--- src/rtl/assert_macros.svh ---
// Assertion shorthands used by double_hash_table.sv.
`ifndef ASSERT_MACROS_SVH
`define ASSERT_MACROS_SVH

// Check that cons holds whenever ante holds at a clock edge out of reset.
`define ASSERT_IMPLY(lbl, clk, rstn, ante, cons) \
    lbl: assert property (@(posedge clk) disable iff (!(rstn)) (ante) |-> (cons)) \
        else $error("implication check failed");

// Check that expr never holds at a clock edge out of reset.
`define ASSERT_NEVER(lbl, clk, rstn, expr) \
    lbl: assert property (@(posedge clk) disable iff (!(rstn)) !(expr)) \
        else $error("forbidden condition seen");

`endif

--- src/rtl/dht_pkg.sv ---
`timescale 1ns / 1ps

package dht_pkg;

    // Default slot count (prime)
    localparam int TABLE_SIZE_DEF = 29;

    // Payload widths
    localparam int KEY_W    = 16;
    localparam int TAG_W    = 32;
    localparam int SLOT_W   = 5;
    localparam int STATUS_W = 2;

    // Request actions
    localparam logic ACT_INSERT = 1'b0;
    localparam logic ACT_FIND   = 1'b1;

    // Response status codes
    typedef enum logic [STATUS_W-1:0] {
        ST_STORED  = 2'd0,
        ST_FULL    = 2'd1,
        ST_FOUND   = 2'd2,
        ST_MISSING = 2'd3
    } t_status;

    // Controller states
    typedef enum logic [2:0] {
        S_CLEAR,
        S_IDLE,
        S_HASH,
        S_PROBE,
        S_DONE
    } t_state;

    // One table entry as stored in memory
    typedef struct packed {
        logic             valid;
        logic [KEY_W-1:0] key;
        logic [TAG_W-1:0] tag;
    } t_entry;

    // Controller to probe generator
    typedef struct packed {
        logic start;
        logic halt;
    } t_probe_ctl;

    // Probe generator to controller
    typedef struct packed {
        logic issue;
        logic exhausted;
    } t_probe_sts;

endpackage

--- src/rtl/dht_req_if.sv ---
`timescale 1ns / 1ps

interface dht_req_if;
    logic                       valid;
    logic                       ready;
    logic                       action;
    logic [dht_pkg::KEY_W-1:0]  probe_key;
    logic [dht_pkg::TAG_W-1:0]  name_tag;

    modport source (output valid, action, probe_key, name_tag, input ready);
    modport sink   (input valid, action, probe_key, name_tag, output ready);
endinterface

--- src/rtl/dht_rsp_if.sv ---
`timescale 1ns / 1ps

interface dht_rsp_if;
    logic                          valid;
    logic                          ready;
    logic [dht_pkg::STATUS_W-1:0]  status;
    logic [dht_pkg::SLOT_W-1:0]    slot;

    modport source (output valid, status, slot, input ready);
    modport sink   (input valid, status, slot, output ready);
endinterface

--- src/rtl/dht_mem.sv ---
`timescale 1ns / 1ps

module dht_mem #(
    parameter int DEPTH = dht_pkg::TABLE_SIZE_DEF,
    parameter int AW    = $clog2(DEPTH)
) (
    input  logic             i_clk,
    input  logic             i_we,
    input  logic [AW-1:0]    i_waddr,
    input  dht_pkg::t_entry  i_wdata,
    input  logic             i_re,
    input  logic [AW-1:0]    i_raddr,
    output dht_pkg::t_entry  o_rdata
);

    dht_pkg::t_entry r_mem [DEPTH];
    dht_pkg::t_entry r_rdata;

    // Write port
    always_ff @(posedge i_clk) begin
        if (i_we) begin
            r_mem[i_waddr] <= i_wdata;
        end
    end

    // Registered read port
    always_ff @(posedge i_clk) begin
        if (i_re) begin
            r_rdata <= r_mem[i_raddr];
        end
    end

    assign o_rdata = r_rdata;

endmodule

--- src/rtl/dht_hash.sv ---
`timescale 1ns / 1ps

module dht_hash #(
    parameter int TABLE_SIZE = dht_pkg::TABLE_SIZE_DEF,
    parameter int W          = $clog2(TABLE_SIZE)
) (
    input  logic                       i_clk,
    input  logic                       i_rst_n,
    input  logic                       i_start,
    input  logic [dht_pkg::KEY_W-1:0]  i_key,
    output logic                       o_done,
    output logic [W-1:0]               o_pos,
    output logic [W-1:0]               o_stride
);

    // floor(k / d) equals (k * ceil(2^s / d)) >> s for every key k when
    // s = KEY_W + ceil(log2 d); the reciprocal fits in KEY_W+1 bits
    localparam int KW   = dht_pkg::KEY_W;
    localparam int PW   = 2 * KW + 1;
    localparam int SH_P = KW + $clog2(TABLE_SIZE);
    localparam int SH_S = KW + $clog2(TABLE_SIZE - 1);
    localparam logic [KW:0] RCP_P =
        (KW+1)'(((longint'(1) << SH_P) + longint'(TABLE_SIZE - 1)) / longint'(TABLE_SIZE));
    localparam logic [KW:0] RCP_S =
        (KW+1)'(((longint'(1) << SH_S) + longint'(TABLE_SIZE - 2))
                / longint'(TABLE_SIZE - 1));
    localparam logic [KW-1:0] MOD_P = KW'(TABLE_SIZE);
    localparam logic [KW-1:0] MOD_S = KW'(TABLE_SIZE - 1);

    logic [KW-1:0] r_key;
    logic [KW-1:0] r_quo_p;
    logic [KW-1:0] r_quo_s;
    logic [W-1:0]  r_rem_p;
    logic [W-1:0]  r_rem_s;
    logic          r_ph1;
    logic          r_ph2;
    logic          r_done;
    logic [PW-1:0] prod_p;
    logic [PW-1:0] prod_s;
    logic [KW-1:0] n_quo_p;
    logic [KW-1:0] n_quo_s;
    logic [KW-1:0] diff_p;
    logic [KW-1:0] diff_s;

    // First step: quotients by reciprocal multiplication
    always_comb begin
        prod_p  = PW'(r_key) * PW'(RCP_P);
        prod_s  = PW'(r_key) * PW'(RCP_S);
        n_quo_p = KW'(prod_p >> SH_P);
        n_quo_s = KW'(prod_s >> SH_S);
    end

    // Second step: remainders as key minus quotient times modulus
    always_comb begin
        diff_p = r_key - r_quo_p * MOD_P;
        diff_s = r_key - r_quo_s * MOD_S;
    end

    // Sequence control: start, quotient step, remainder step
    always_ff @(posedge i_clk) begin
        if (!i_rst_n) begin
            r_ph1  <= 1'b0;
            r_ph2  <= 1'b0;
            r_done <= 1'b0;
        end else begin
            r_ph1  <= i_start;
            r_ph2  <= r_ph1;
            r_done <= r_ph2;
        end
    end

    // Remainder datapath
    always_ff @(posedge i_clk) begin
        if (i_start) begin
            r_key <= i_key;
        end
        if (r_ph1) begin
            r_quo_p <= n_quo_p;
            r_quo_s <= n_quo_s;
        end
        if (r_ph2) begin
            r_rem_p <= diff_p[W-1:0];
            r_rem_s <= diff_s[W-1:0];
        end
    end

    assign o_done   = r_done;
    assign o_pos    = r_rem_p;
    assign o_stride = r_rem_s + 1'b1;

endmodule

--- src/rtl/dht_probe.sv ---
`timescale 1ns / 1ps

module dht_probe #(
    parameter int TABLE_SIZE = dht_pkg::TABLE_SIZE_DEF,
    parameter int W          = $clog2(TABLE_SIZE)
) (
    input  logic                 i_clk,
    input  logic                 i_rst_n,
    input  dht_pkg::t_probe_ctl  i_ctl,
    input  logic [W-1:0]         i_pos,
    input  logic [W-1:0]         i_stride,
    output dht_pkg::t_probe_sts  o_sts,
    output logic [W-1:0]         o_addr
);

    localparam int NW = $clog2(TABLE_SIZE + 1);
    localparam logic [NW-1:0] N_ALL = NW'(TABLE_SIZE);
    localparam logic [W:0]    MOD   = (W+1)'(TABLE_SIZE);

    logic [W-1:0]  r_pos;
    logic [W-1:0]  r_stride;
    logic [NW-1:0] r_issued;
    logic          r_active;
    logic          issue;
    logic [W:0]    sum;
    logic [W-1:0]  n_pos;

    // Issue one read per cycle while active, until all positions are covered or the controller halts
    assign issue = r_active && !i_ctl.halt && (r_issued != N_ALL);

    // Next position on the probe sequence, wrapped once
    always_comb begin
        sum = {1'b0, r_pos} + {1'b0, r_stride};
        if (sum >= MOD) begin
            sum = sum - MOD;
        end
        n_pos = sum[W-1:0];
    end

    always_ff @(posedge i_clk) begin
        if (!i_rst_n) begin
            r_active <= 1'b0;
            r_issued <= '0;
        end else if (i_ctl.start) begin
            r_active <= 1'b1;
            r_issued <= '0;
        end else if (i_ctl.halt) begin
            r_active <= 1'b0;
        end else if (issue) begin
            r_issued <= r_issued + 1'b1;
        end
    end

    always_ff @(posedge i_clk) begin
        if (i_ctl.start) begin
            r_pos    <= i_pos;
            r_stride <= i_stride;
        end else if (issue) begin
            r_pos <= n_pos;
        end
    end

    assign o_addr          = r_pos;
    assign o_sts.issue     = issue;
    assign o_sts.exhausted = (r_issued == N_ALL);

endmodule

--- src/rtl/double_hash_table.sv ---
`timescale 1ns / 1ps
// Open-addressing hash table with double hashing over TABLE_SIZE (prime) slots.
// Requests arrive on i_req (action, probe_key, name_tag); one response per
// request leaves on o_rsp (status, slot), both valid/ready channels.
// Insert writes the first empty slot on the key's probe sequence (stored, or
// table full with slot 0). Find walks the sequence up to the first valid slot
// with an equal tag (found, or not found with slot 0 after the whole sequence).
// From the request transfer to o_rsp.valid, the key is reduced modulo
// TABLE_SIZE and TABLE_SIZE-1 by reciprocal multiplication, the probe sequence
// is loaded, one read is made per probed slot, the last read is checked and
// the output register is loaded.
// One request is worked on at a time; the next one is taken the cycle after the
// current result enters the output register.
// Reset starts a clearing pass that writes every slot empty, one per cycle,
// during which i_req.ready stays low.
// The response sits in an output register: a stalled receiver holds it there
// while the next request is still taken and processed; that request's result
// then waits until the register frees up.
`include "assert_macros.svh"

module double_hash_table #(
    parameter int TABLE_SIZE = dht_pkg::TABLE_SIZE_DEF
) (
    input  logic       i_clk,
    input  logic       i_rst_n,
    dht_req_if.sink    i_req,
    dht_rsp_if.source  o_rsp
);

    localparam int W = $clog2(TABLE_SIZE);
    localparam logic [W-1:0] LAST = W'(TABLE_SIZE - 1);

    dht_pkg::t_state   r_state;
    dht_pkg::t_state   n_state;
    logic [W-1:0]      r_clr_addr;
    logic              r_action;
    logic [dht_pkg::KEY_W-1:0] r_key;
    logic [dht_pkg::TAG_W-1:0] r_tag;
    logic              r_chk_valid;
    logic [W-1:0]      r_chk_pos;
    dht_pkg::t_status  r_res_status;
    logic [dht_pkg::SLOT_W-1:0] r_res_slot;
    logic              r_out_valid;
    dht_pkg::t_status  r_out_status;
    logic [dht_pkg::SLOT_W-1:0] r_out_slot;

    logic              accept;
    logic              hash_done;
    logic [W-1:0]      hash_pos;
    logic [W-1:0]      hash_stride;
    dht_pkg::t_probe_ctl probe_ctl;
    dht_pkg::t_probe_sts probe_sts;
    logic [W-1:0]      rd_addr;
    dht_pkg::t_entry   rd_data;
    logic              mem_we;
    logic [W-1:0]      mem_waddr;
    dht_pkg::t_entry   mem_wdata;
    logic              hit;
    logic              chk_hit;
    logic              chk_miss;
    logic              out_free;
    logic              in_clear;
    logic              in_probe;
    logic              is_insert;

    assign accept   = i_req.valid && i_req.ready;
    assign out_free = !r_out_valid || o_rsp.ready;

    // Key hashing
    dht_hash #(.TABLE_SIZE(TABLE_SIZE), .W(W)) u_hash (
        .i_clk    (i_clk),
        .i_rst_n  (i_rst_n),
        .i_start  (accept),
        .i_key    (i_req.probe_key),
        .o_done   (hash_done),
        .o_pos    (hash_pos),
        .o_stride (hash_stride)
    );

    // Probe address sequence
    dht_probe #(.TABLE_SIZE(TABLE_SIZE), .W(W)) u_probe (
        .i_clk    (i_clk),
        .i_rst_n  (i_rst_n),
        .i_ctl    (probe_ctl),
        .i_pos    (hash_pos),
        .i_stride (hash_stride),
        .o_sts    (probe_sts),
        .o_addr   (rd_addr)
    );

    // Entry memory
    dht_mem #(.DEPTH(TABLE_SIZE), .AW(W)) u_mem (
        .i_clk   (i_clk),
        .i_we    (mem_we),
        .i_waddr (mem_waddr),
        .i_wdata (mem_wdata),
        .i_re    (probe_sts.issue),
        .i_raddr (rd_addr),
        .o_rdata (rd_data)
    );

    // Evaluate the entry read in the previous cycle
    always_comb begin
        if (r_action == dht_pkg::ACT_FIND) begin
            hit = rd_data.valid && (rd_data.tag == r_tag);
        end else begin
            hit = !rd_data.valid;
        end
        chk_hit  = (r_state == dht_pkg::S_PROBE) && r_chk_valid && hit;
        chk_miss = (r_state == dht_pkg::S_PROBE) && r_chk_valid && !hit
                   && probe_sts.exhausted;
    end

    assign probe_ctl.start = hash_done;
    assign probe_ctl.halt  = chk_hit;

    // Memory write: clearing pass or insert commit
    always_comb begin
        mem_wdata.key = r_key;
        mem_wdata.tag = r_tag;
        if (r_state == dht_pkg::S_CLEAR) begin
            mem_we          = 1'b1;
            mem_waddr       = r_clr_addr;
            mem_wdata.valid = 1'b0;
        end else begin
            mem_we          = chk_hit && (r_action == dht_pkg::ACT_INSERT);
            mem_waddr       = r_chk_pos;
            mem_wdata.valid = 1'b1;
        end
    end

    // Next state
    always_comb begin
        n_state     = r_state;
        i_req.ready = 1'b0;
        case (r_state)
            dht_pkg::S_CLEAR: begin
                if (r_clr_addr == LAST) begin
                    n_state = dht_pkg::S_IDLE;
                end
            end
            dht_pkg::S_IDLE: begin
                i_req.ready = 1'b1;
                if (i_req.valid) begin
                    n_state = dht_pkg::S_HASH;
                end
            end
            dht_pkg::S_HASH: begin
                if (hash_done) begin
                    n_state = dht_pkg::S_PROBE;
                end
            end
            dht_pkg::S_PROBE: begin
                if (chk_hit || chk_miss) begin
                    n_state = dht_pkg::S_DONE;
                end
            end
            dht_pkg::S_DONE: begin
                if (out_free) begin
                    n_state = dht_pkg::S_IDLE;
                end
            end
            default: n_state = dht_pkg::S_IDLE;
        endcase
    end

    // Control registers
    always_ff @(posedge i_clk) begin
        if (!i_rst_n) begin
            r_state     <= dht_pkg::S_CLEAR;
            r_clr_addr  <= '0;
            r_chk_valid <= 1'b0;
            r_out_valid <= 1'b0;
        end else begin
            r_state     <= n_state;
            r_chk_valid <= (r_state == dht_pkg::S_PROBE) && probe_sts.issue
                           && !chk_hit && !chk_miss;
            if (r_state == dht_pkg::S_CLEAR) begin
                r_clr_addr <= r_clr_addr + 1'b1;
            end
            if (r_state == dht_pkg::S_DONE && out_free) begin
                r_out_valid <= 1'b1;
            end else if (o_rsp.ready) begin
                r_out_valid <= 1'b0;
            end
        end
    end

    // Request capture, probe tracking and results
    always_ff @(posedge i_clk) begin
        if (accept) begin
            r_action <= i_req.action;
            r_key    <= i_req.probe_key;
            r_tag    <= i_req.name_tag;
        end
        r_chk_pos <= rd_addr;
        if (chk_hit) begin
            r_res_status <= (r_action == dht_pkg::ACT_FIND) ? dht_pkg::ST_FOUND
                                                            : dht_pkg::ST_STORED;
            r_res_slot   <= dht_pkg::SLOT_W'(r_chk_pos);
        end else if (chk_miss) begin
            r_res_status <= (r_action == dht_pkg::ACT_FIND) ? dht_pkg::ST_MISSING
                                                            : dht_pkg::ST_FULL;
            r_res_slot   <= '0;
        end
        if (r_state == dht_pkg::S_DONE && out_free) begin
            r_out_status <= r_res_status;
            r_out_slot   <= r_res_slot;
        end
    end

    assign o_rsp.valid  = r_out_valid;
    assign o_rsp.status = r_out_status;
    assign o_rsp.slot   = r_out_slot;

    // Shorthands for the checks below
    assign in_clear  = (r_state == dht_pkg::S_CLEAR);
    assign in_probe  = (r_state == dht_pkg::S_PROBE);
    assign is_insert = (r_action == dht_pkg::ACT_INSERT);

    // Memory writes only come from the clearing pass or an insert commit
    `ASSERT_IMPLY(a_wr_src, i_clk, i_rst_n, mem_we, in_clear || (in_probe && is_insert))
    // Probe reads stay inside the table
    `ASSERT_IMPLY(a_rd_range, i_clk, i_rst_n, probe_sts.issue, rd_addr <= LAST)
    // A checked entry always comes from a read issued in the previous cycle
    `ASSERT_IMPLY(a_chk_src, i_clk, i_rst_n, r_chk_valid, $past(probe_sts.issue))
    // An insert never takes a slot that already holds a valid entry
    `ASSERT_NEVER(a_find_only, i_clk, i_rst_n, chk_hit && is_insert && rd_data.valid)

endmodule
--- src/flat_wrapper.sv ---
// flat-port wrapper written by rule: the top's interface ports become plain ports
module double_hash_table_flat 
#(
    parameter int TABLE_SIZE = dht_pkg::TABLE_SIZE_DEF
)
  (i_clk, i_rst_n, i_req_valid, i_req_action, i_req_probe_key, i_req_name_tag, i_req_ready, o_rsp_valid, o_rsp_status, o_rsp_slot, o_rsp_ready);
  dht_req_if i_req_i ();
  dht_rsp_if o_rsp_i ();
  input  logic i_clk;
  input  logic i_rst_n;
  input wire logic [$bits(i_req_i.valid)-1:0] i_req_valid;
  input wire logic [$bits(i_req_i.action)-1:0] i_req_action;
  input wire logic [$bits(i_req_i.probe_key)-1:0] i_req_probe_key;
  input wire logic [$bits(i_req_i.name_tag)-1:0] i_req_name_tag;
  output wire logic [$bits(i_req_i.ready)-1:0] i_req_ready;
  output wire logic [$bits(o_rsp_i.valid)-1:0] o_rsp_valid;
  output wire logic [$bits(o_rsp_i.status)-1:0] o_rsp_status;
  output wire logic [$bits(o_rsp_i.slot)-1:0] o_rsp_slot;
  input wire logic [$bits(o_rsp_i.ready)-1:0] o_rsp_ready;
  assign i_req_i.valid = i_req_valid;
  assign i_req_i.action = i_req_action;
  assign i_req_i.probe_key = i_req_probe_key;
  assign i_req_i.name_tag = i_req_name_tag;
  assign i_req_ready = i_req_i.ready;
  assign o_rsp_valid = o_rsp_i.valid;
  assign o_rsp_status = o_rsp_i.status;
  assign o_rsp_slot = o_rsp_i.slot;
  assign o_rsp_i.ready = o_rsp_ready;
  double_hash_table #(.TABLE_SIZE(TABLE_SIZE)) u_core (.i_clk(i_clk), .i_rst_n(i_rst_n), .i_req(i_req_i), .o_rsp(o_rsp_i));
endmodule
--- config.mk ---
export PLATFORM = sky130hd
export DESIGN_NAME = double_hash_table_flat
export DESIGN_NICKNAME = d
export VERILOG_FILES = /design/src/rtl/dht_pkg.sv /design/src/rtl/dht_req_if.sv /design/src/rtl/dht_rsp_if.sv /design/src/rtl/dht_mem.sv /design/src/rtl/dht_hash.sv /design/src/rtl/dht_probe.sv /design/src/rtl/double_hash_table.sv /design/src/flat_wrapper.sv
export VERILOG_INCLUDE_DIRS = /design/src /design/src/rtl
export SDC_FILE = /design/constraint.sdc
export NUM_CORES = 1
export LEC_CHECK = 0
export ABC_CLOCK_PERIOD_IN_PS = 14700
export BUFFER_PORTS_ARGS = -buffer_cell sky130_fd_sc_hd__buf_4
export CAP_MARGIN = 20
export CORE_MARGIN = 8
export CORE_UTILIZATION = 35
export DETAILED_ROUTE_END_ITERATION = 8
export HOLD_SLACK_MARGIN = 0.15
export PLACE_DENSITY = 0.59
export SLEW_MARGIN = 40
export SYNTH_ARGS = -nofsm -noshare
export SYNTH_HDL_FRONTEND = slang
export SYNTH_SLANG_ARGS = --single-unit
--- constraint.sdc ---
create_clock -name i_clk -period 14.7 [get_ports i_clk]
set_input_delay 0.735 -clock i_clk [delete_from_list [all_inputs] [get_ports i_clk]]
set_output_delay 0.735 -clock i_clk [all_outputs]
set_load 0.01 [all_outputs]
# Yosys cells after proc, flatten, opt, wreduce, memory -nomap -nowiden
# Memories as Yosys holds them, arrays and structs flattened. A register that Yosys moved wholly into a read port is not among the register bits.
# Cells that the tools add are included.
# word_totals
out_inout_bits	9
reg_bits	131
inputBits	53
mem_count	1
latch_bits	0
ramBits	1421
rom_bits	0
# mem_list
name	depth	width	read_ports	rd_ports_with_merged_regs	wr	line_no	source
u_core.u_mem.r_mem	29	49	1	1	1	dht_mem.sv:16	dht_pkg::t_entry r_mem [DEPTH];
# classes
shifts	0
n_mux	26
eq_ne	13
div_mod_pow	0
n_bitwise	3
n_lt_le_gt_ge	1
n_reduce_logical	28
add_sub_neg	7
n_mul	4
# ops
op	n
multiplier 16 x 17 -> 33 bit (second input constant)	1
equality test 32 bit	1
multiplier 16 x 15 -> 31 bit (second input constant)	1
two-way mux 5 bit	6
adder 5 x 1 -> 5 bit (second input constant)	3
two-way mux 3 bit	5
case mux 3 bit (5 select lines)	1
logical AND 1 bit	13
multiplier 12 x 3 -> 3 bit (second input constant)	1
multiplier 12 x 5 -> 5 bit (second input constant)	1
equality test 5 bit (second input constant)	2
two-way mux 1 bit	10
subtractor 5 bit	2
two-way mux 2 bit	4
inequality test 2 bit (second input constant)	4
nonzero test 2 bit	4
adder 5 x 5 -> 6 bit	1
equality test 3 x 2 -> 1 bit (second input constant)	2
greater-or-equal comparator 6 x 5 -> 1 bit (second input constant)	1
logical NOT 1 bit	5
inequality test 5 bit (second input constant)	1
AND reduction 5 bit	1
subtractor 5 bit (second input constant)	1
equality test 3 x 1 -> 1 bit (second input constant)	1
other kinds (7)	10

# Depth between registers and ports, before layout
# Gate-level depths: netlist of the first run.
# logic_depth
depth_word	10
depth_mapped	20
ltp_nobuf	20

# By module
# A second synthesis of the first run with hierarchy kept.
# hier_totals
hier_cells	3590
hier_area_um2	67349.6
# by_module_without_submodules
mod	area_per_inst_um2	cells_each	n_inst
dht_mem	55480.7	2551	1
dht_hash	7788.7	733	1
double_hash_table	3065.4	204	1
dht_probe	1014.7	102	1

# Least setup slack after synthesis of the first run
# Ideal clock, no wire load.
# synth_timing
path_type	register to register
startpoint	register, netlist name u_core.r_key[13]
endpoint	register u_core.u_hash.r_quo_p[3] (data pin)
path_slack_ns	9.543
period_less_slack_ns	5.157
stages_incl_launch_ff	19
required_ns	14.442
t_arrival_ns	4.899
cell_sequence	edfxtp_1 -> fa_1 -> inv_1 -> fa_1 -> inv_1 -> fa_1 -> fa_1 -> fa_1 -> inv_1 -> fa_1 -> inv_1 -> ha_1 -> nand2_1 -> nor4_1 -> o31ai_1 -> a31o_2 -> nand2b_1 -> a21oi_1 -> xnor2_1
# synth_lines
element	line_no	source
end signal, assigned	dht_hash.sv:78	r_quo_p <= n_quo_p;
end, declared	dht_hash.sv:31	logic [KW-1:0] r_quo_p;

==> results.json, run 1 <==
{
  "synth_flop_cell": "edfxtp_1",
  "drt_iter0_drc": 1954,
  "final_area_um2": 55500,
  "dr.pass1.iters": 7,
  "yosysSeqAreaShare": 0.682,
  "synth_top_cell_by_area": "edfxtp_1",
  "cts_tree": "yes",
  "synth_top_family_by_area": "multiplexers",
  "grt_pass1_vias": 25000,
  "synth-seq-cells": 1105,
  "period_share": 0.393,
  "ys_top_cells_by_area": "edfxtp_1 (67%), mux4_2 (14%), fa_1 (5.2%)",
  "syn_nets": 2767,
  "grt_max_degree": 128,
  "clk-insertion-delay-late_ns": 0.71,
  "antenna_found_initial": 0,
  "syn2layout_area_growth_pct": 14.9,
  "cts-root-buf": "clkbuf_16",
  "r2r-end": "u_core.u_hash.r_quo_p[3]",
  "synth.cell_area_um2": 48300,
  "path_cells": "inv_1 > fa_1 > fa_1 > inv_1 > ha_1 > inv_1 > fa_1 > inv_1 > fa_1 > inv_1 > fa_1 > inv_1 > ha_1 > o21ai_0 > nor2_1 > o31ai_1 > a31o_2 > nand2b_1 > a21oi_1 > xnor2_1",
  "diodes": 0,
  "holdCritPathClass": "input pin to flop",
  "drc_errors": 0,
  "die_y_um": 387,
  "critPathKind": "flop to flop",
  "synthAdderAreaFrac": 0.101,
  "synth_edf_count": 1081,
  "core_um2": 137000,
  "setup_violations": 0,
  "critPathLaunchType": "flop",
  "worst_ep_required_time_ns": 15.15,
  "reg2reg_from": "u_core.r_key[7]",
  "cts_setup_buffers": 0,
  "synth_compound_area_frac": 0.0111,
  "io_pins": 62,
  "rsz0062_at_grt": "no",
  "ir_worst_vdd_mv": 0.0946,
  "io_buffers": 61,
  "grt-ovfl-total": 0,
  "min_period_ns": 5.78,
  "gp_congestion": 0.820,
  "vias": 23100,
  "final_nets": 2957,
  "drive_gt1_frac": 0.251,
  "cts.path.max_buffers": 3,
  "track_usage": 0.152,
  "max_freq_mhz": 173,
  "crit_path_end_kind": "flop",
  "wl_per_cell_um": 25.9,
  "dp_hpwl_um": 64500,
  "relSlewSlack": 0.417,
  "synth_top_area_share": 0.672,
  "cts_buffers": 110,
  "synth_warnings": 0,
  "hold_viol": 0,
  "place_area_um2": 51400,
  "clkSinkCount": 1105,
  "critPathSlowestCell": "o31ai_1",
  "fin_setup_tns_ns": 0,
  "rr_worst_depth": 20,
  "reg2reg_slack_ns": 8.92,
  "grt_pass1_wl_um": 170000,
  "drv_slew": 0,
  "ys_async_sr_fraction": 0,
  "fill_cells": 12100,
  "viasPerCell": 5.16,
  "crit_start": "u_core.r_key[7]",
  "yosysUniqueCellTypes": 54,
  "path_buf_inv": 6,
  "die_x_um": 387,
  "maxCapViolCount": 0,
  "rows": 136,
  "avgSynthCellArea_um2": 20.1,
  "tightest_slew_ns": 0.875,
  "crit_cells": 20,
  "crit_end": "u_core.u_hash.r_quo_p[3]",
  "power_leakage_nw": 19.0,
  "htree_levels": 3,
  "synth_simple_gate_area_frac": 0.0169,
  "wl_um": 116000,
  "die_area_um2": 150000,
  "critPathMaxFanout": 9,
  "cpPeakStageDelay_ns": 0.66,
  "synthXorXnorAreaFrac": 0.0160,
  "skew_ns": 0.0383,
  "cts.clk_slew.worst_paths_ns": 0.07,
  "ant_nets": 0,
  "crit_top_cell": "inv_1",
  "syn_inst": 2399,
  "start_util": 0.352,
  "path_delay_family": "adder cells",
  "cts_resized": 0,
  "synthMuxAreaShare": 0.147,
  "p_per_area_nw_per_um2": 115,
  "cp_data_arrival_time_ns": 6.23,
  "status": "finished clean"
}
registers in the layout, indices dropped and copies added, names as in the netlist, 2 cells and up:
name and flops:
u_core.u_mem.r_mem 957, u_core.r_state 3, u_core.u_hash.r_quo_s 3, u_core.u_probe.r_stride 5, u_core.u_hash.o_pos 5, u_core.o_rsp.status 2
u_core.u_probe.r_issued 5, u_core.r_key 16, u_core.r_res_slot 5, u_core.r_tag 32, u_core.u_probe.o_addr 5, u_core.o_rsp.slot 5
u_core.r_chk_pos 5, u_core.r_clr_addr 5, u_core.u_hash.r_rem_s 5, u_core.u_mem.o_rdata 33, u_core.r_res_status 2, u_core.u_hash.r_quo_p 5
cell usage after synthesis, types with 8 or more instances:
| cell | number |
|---|---|
| nor3_1 | 11 |
| mux2_2 | 35 |
| fa_1 | 125 |
| xnor2_1 | 38 |
| o21ai_0 | 15 |
| a21o_1 | 11 |
| edfxtp_1 | 1081 |
| nand3_1 | 10 |
| xor2_1 | 50 |
| a21oi_1 | 23 |
| nor4_1 | 9 |
| dfxtp_1 | 24 |
| ha_1 | 190 |
| and2_1 | 8 |
| mux4_2 | 297 |
| buf_4 | 16 |
| nand2_1 | 40 |
| inv_1 | 232 |
| buf_2 | 10 |
| clkbuf_1 | 48 |
| nor2_1 | 53 |
power breakdown:
group / total [mW] / switching, mW / internal (mW)
clock: 2.84 / 1.21 / 1.63
combinational: 0.0807 / 0.0516 / 0.0291
sequential: 3.45 / 0.00705 / 3.44
placed cells by master, fill, tap and decap left out, drive strengths merged, types with 4 or more instances in the layout:
cell type / netlist / final
a21oi: 23 / 23
and3: 6 / 6
nand2b: 7 / 7
a21o: 11 / 11
and2: 8 / 8
bufinv: 0 / 13
buf: 30 / 143
clkbuf: 48 / 130
nand3b: 4 / 4
or2: 5 / 5
nor4: 9 / 9
edfxtp: 1081 / 1081
xnor2: 38 / 38
inv: 233 / 236
ha: 190 / 190
nor3: 12 / 12
a211oi: 7 / 7
mux4: 297 / 297
nand4: 7 / 7
nand3: 10 / 10
o21ai: 16 / 16
o31ai: 4 / 4
clkinv: 1 / 54
xor2: 50 / 50
nand2: 40 / 40
mux2: 35 / 35
nor2: 53 / 53
dfxtp: 24 / 24
a41oi: 5 / 5
fa: 125 / 125
dlygate4sd3: 0 / 13
logic make-up after synthesis:
kind of cell               after synthesis
DFF                                   1105
and+or+nand+nor                        169
adders and majority gates              315
xor gates and xnor gates                88
buffers and inverters                  312
AOI/OAI and AO/OA                       76
muxes                                  334
worst reg2reg max path, cell delays in order, from the launching register on:
cell	delay (ns)
edfxtp_1	0.61
inv_1	0.29
fa_1	0.58
fa_1	0.42
inv_1	0.06
ha_1	0.12
inv_1	0.05
fa_1	0.53
inv_1	0.05
fa_1	0.48
inv_1	0.06
fa_1	0.48
inv_1	0.04
ha_1	0.29
o21ai_0	0.09
nor2_1	0.08
o31ai_1	0.66
a31o_2	0.28
nand2b_1	0.08
a21oi_1	0.19
xnor2_1	0.08
routing by layer:
metal  track usage  share of wire  vias up
met5             0              0        -
met2         0.259           0.50      704
met1         0.207           0.43    12500
met3        0.0245          0.054      132
li1              -              -     9802
met4        0.0324          0.021        0
layout make-up:
type                            count  area, um^2  share of cell area
Sequential cell                  1105       32900               0.594
Multi-Input combinational cell    982       14400               0.259
Clock buffer                      130        2880              0.0519
Tap cell                         1794        2240              0.0404
Timing Repair Buffer              156        1400              0.0252
Inverter                          234         878              0.0158
Clock inverter                     71         777              0.0140
through the flow:
step / utilization / setup WS (ns) / hold WS, ns / std cells / power, mW
after floorplan: - / 9.54 / 0.369 / 2399 / 3.55
after global placement: 0.374 / 9.02 / 0.425 / 4230 / 3.59
after detailed placement: 0.375 / 8.83 / 0.421 / 4236 / 3.60
after CTS: 0.403 / 8.80 / 0.151 / 4450 / 6.43
after global routing: 0.405 / 8.64 / 0.156 / 4472 / 6.55
final: 0.405 / 8.92 / 0.210 / 4472 / 6.37
what timing repair did:
action                     4_1_cts  5_1_grt
setup endpoints to repair        0        0
hold endpoints to repair        13        0
hold buffers                    13        0
worst min-delay path by stage:
| stage | from | to | depth (start not counted) |
|---|---|---|---|
| 2_1_floorplan | u_core.u_probe.o_addr[0] | u_core.r_chk_pos[0] | 0 |
| 3_3_place_gp | u_core.r_res_status[1] | u_core.o_rsp.status[1] | 0 |
| 3_5_place_dp | u_core.r_res_slot[1] | u_core.o_rsp.slot[1] | 0 |
| 4_1_cts | i_req_name_tag[11] | u_core.r_tag[11] | 1 |
| 5_1_grt | i_req_name_tag[11] | u_core.r_tag[11] | 1 |
| 6_report | i_req_name_tag[5] | u_core.r_tag[5] | 1 |
Note: power is estimated with default switching activity, not from simulation.
==> run 2: changes to the inputs <==
--- a/config.mk
+++ b/config.mk
@@ -6,14 +6,15 @@
 export SDC_FILE = /design/constraint.sdc
 export NUM_CORES = 1
 export LEC_CHECK = 0
-export ABC_CLOCK_PERIOD_IN_PS = 14700
+export ABC_AREA = 1
+export ABC_CLOCK_PERIOD_IN_PS = 4900
 export BUFFER_PORTS_ARGS = -buffer_cell sky130_fd_sc_hd__buf_4
 export CAP_MARGIN = 20
 export CORE_MARGIN = 8
 export CORE_UTILIZATION = 35
 export DETAILED_ROUTE_END_ITERATION = 8
 export HOLD_SLACK_MARGIN = 0.15
-export PLACE_DENSITY = 0.59
+export PLACE_DENSITY = 0.61
 export SLEW_MARGIN = 40
 export SYNTH_ARGS = -nofsm -noshare
 export SYNTH_HDL_FRONTEND = slang
==> constraint.sdc (replaced) <==
create_clock -name i_clk -period 4.9 [get_ports i_clk]
set_input_delay 0.245 -clock i_clk [delete_from_list [all_inputs] [get_ports i_clk]]
set_output_delay 0.245 -clock i_clk [all_outputs]
set_load 0.01 [all_outputs]
==> run 2 against run 1 <==
  * Highest routed layer is now met5
  * The run now ends with setup timing left
  * Die area grew 3.0%
  * Sequential power grew to 3.5 times the previous value
  * Cell count up 36%
  * Maximum frequency is 14% higher
  * Worst setup slack got worse by 9.1 ns
  * Largest power group is now combinational cells
==> results.json, run 2 <==
{
  "ys_async_sr_fraction": 0,
  "synth_warnings": 0,
  "p_per_area_nw_per_um2": 564,
  "clkSinkCount": 1105,
  "synthMuxAreaShare": 0,
  "critPathMaxFanout": 4,
  "cts-root-buf": "clkbuf_16",
  "die_y_um": 393,
  "viasPerCell": 5.29,
  "power_leakage_nw": 20.6,
  "ir_worst_vdd_mv": 1.02,
  "skew_ns": 0.0499,
  "regMostFlops": "u_core.u_mem.r_mem",
  "post-synth-top-count-cell": "edfxtp_1",
  "synth_top_cell_by_area": "edfxtp_1",
  "synthXorXnorAreaFrac": 0.0106,
  "synth_common_cells": "edfxtp_1 (1081), nor2_1 (662), o21ai_0 (507)",
  "drc_errors": 0,
  "grt_pass1_wl_um": 201000,
  "layout_setup_ws_ns": -0.154,
  "final_nets": 4455,
  "clk-insertion-delay-late_ns": 0.70,
  "maxCapViolCount": 0,
  "diodes": 0,
  "critPathKind": "flop to flop",
  "drive_gt1_frac": 0.124,
  "syn2layout_area_growth_pct": 17.1,
  "synth_top_area_share": 0.652,
  "dr.pass1.iters": 5,
  "synth_edf_count": 1081,
  "critPathSlowestCell": "fa_1",
  "synth-seq-cells": 1105,
  "cp_data_arrival_time_ns": 5.47,
  "fin_util": 0.413,
  "crit_top_cell": "fa_1",
  "min_period_ns": 5.05,
  "synth_compound_area_frac": 0.113,
  "synth_flop_cell": "edfxtp_1",
  "syn_nets": 4255,
  "worst_ep_required_time_ns": 5.32,
  "start_util": 0.352,
  "critPathLaunchType": "flop",
  "relSlewSlack": 0.375,
  "cts.path.max_buffers": 3,
  "setup_violations": 5,
  "yosysSeqAreaShare": 0.662,
  "io_buffers": 61,
  "final_cells": 6073,
  "fin_hold_ws_ns": 0.277,
  "drt_iter0_drc": 3527,
  "io_pins": 62,
  "violations": "setup timing",
  "die_area_um2": 155000,
  "synth.cell_area_um2": 49800,
  "holdCritPathClass": "input pin to flop",
  "cts_tree": "yes",
  "htree_levels": 3,
  "largest_reg_flops": 957,
  "dp_cells": 5799,
  "final_area_um2": 58300,
  "die_x_um": 393,
  "wl_um": 136000,
  "vias": 32100,
  "max_freq_mhz": 198,
  "mostFrequentLayoutCell": "edfxtp_1",
  "syn_inst": 3887,
  "mostFrequentLayoutCells": "edfxtp_1 (1081), nor2_1 (630), o21ai_0 (505)",
  "track_usage": 0.172,
  "cts_buffers": 112,
  "grt_max_degree": 188,
  "place_ws_ns": -0.232,
  "cpPeakStageDelay_ns": 0.54,
  "antenna_found_initial": 3,
  "synthAdderAreaFrac": 0.0980,
  "synth_top_family_by_area": "compound AO/OA/AOI/OAI gates",
  "dp_hpwl_um": 76600,
  "ys_top_cells_by_area": "edfxtp_1 (65%), o21ai_0 (5.1%), fa_1 (5.0%)",
  "tightest_slew_ns": 0.937,
  "rsz0062_at_grt": "yes",
  "period_share": 1.03,
  "grt-ovfl-total": 0,
  "synth_simple_gate_area_frac": 0.0742,
  "grt_pass1_vias": 31500,
  "hold_viol": 0,
  "yosysUniqueCellTypes": 43,
  "status": "complete, but fails checks",
  "drv_slew": 0,
  "gp_congestion": 0.834,
  "core_um2": 141000,
  "path_cells": "buf_6 > fa_1 > inv_2 > fa_1 > inv_1 > fa_1 > fa_2 > fa_1 > inv_1 > fa_1 > inv_2 > ha_4 > a21oi_2 > o21ai_2 > a21oi_2 > nand2_2 > nand3_2 > nand2_1 > nand2_1 > nand2_1",
  "fin_setup_tns_ns": -0.634,
  "cts.clk_slew.worst_paths_ns": 0.07,
  "ant_nets": 0,
  "p_total_mw": 32.9,
  "wl_per_cell_um": 22.4,
  "place_area_um2": 53700,
  "rows": 138,
  "avgSynthCellArea_um2": 12.8,
  "crit_path_end_kind": "flop"
}
[run 2: cell types whose count changed after synthesis, sizes merged, moves of 34 or more]
cell,change
a31oi,+34
buf,+43
clkbuf,+85
inv,+93
mux2,-35
mux4,-297
nand2,+123
nand3,+60
nor2,+609
o211ai,+37
o21ai,+536
o221ai,+136
o22ai,+94
[run 2: kinds of logic after synthesis]
| family | count (synthesis) |
|---|---|
| AO/OA/AOI/OAI | 941 |
| AND/OR/NAND/NOR | 932 |
| flip-flops | 1105 |
| buffers and inverters | 534 |
| XOR/XNOR | 60 |
| adder cells (fa/ha/maj) | 315 |
[run 2: power by group]
| part | switching, mW | internal, mW | total (mW) |
|---|---|---|---|
| Sequential | 0.273 | 11.8 | 12.0 |
| Clock | 3.63 | 4.96 | 8.58 |
| Combinational | 7.55 | 4.75 | 12.3 |
| Total | 11.5 | 21.5 | 32.9 |
[run 2: worst paths after layout]
kind	slack, ns	endpoint	start	depth (start not counted)
setup / recovery	-0.15	u_core.u_hash.r_quo_p[2]	u_core.r_key[14]	20
hold / removal	0.28	u_core.r_tag[17]	i_req_name_tag[17]	2
setup reg to reg	-0.15	u_core.u_hash.r_quo_p[2]	u_core.r_key[14]	20
hold reg to reg	0.42	u_core.o_rsp.slot[1]	u_core.r_res_slot[1]	0
[run 2: worst max-delay path: cells and delay by family, from the launching register on]
family	cells	cell delay (ns)
adders and majority gates	7	3.24
DFF	1	0.46
AOI/OAI and AO/OA	3	0.39
buffers and inverters	5	0.35
and+or+nand+nor	5	0.34
[run 2: area by class of cell]
type                       instances  area [um^2]
fill                           13000        83100
sequential                      1105        32900
multi-input combinational       2248        15400
clock buffer                     146         3030
timing repair buffer             292         2730
tap                             1890         2360
inverter                         328         1250
clock inverter                    64          658
[run 2: timing repair]
item | 4_1_cts | 5_1_grt
hold endpoints to repair | 72 | 0
gates cloned | 0 | 0
pin swaps | 17 | 47
setup endpoints to repair | 8 | 8
hold buffers | 52 | 0
gates resized for setup | 22 | 58
buffers inserted | 3 | 10
[run 2: metal layers]
layer | vias to the layer above | part of all wire | global-route usage
met1 | 16100 | 0.42 | 0.232
met2 | 1282 | 0.47 | 0.281
met3 | 234 | 0.075 | 0.0303
li1 | 14500 | - | -
met5 | - | 0.000095 | 0
met4 | 2 | 0.033 | 0.0560
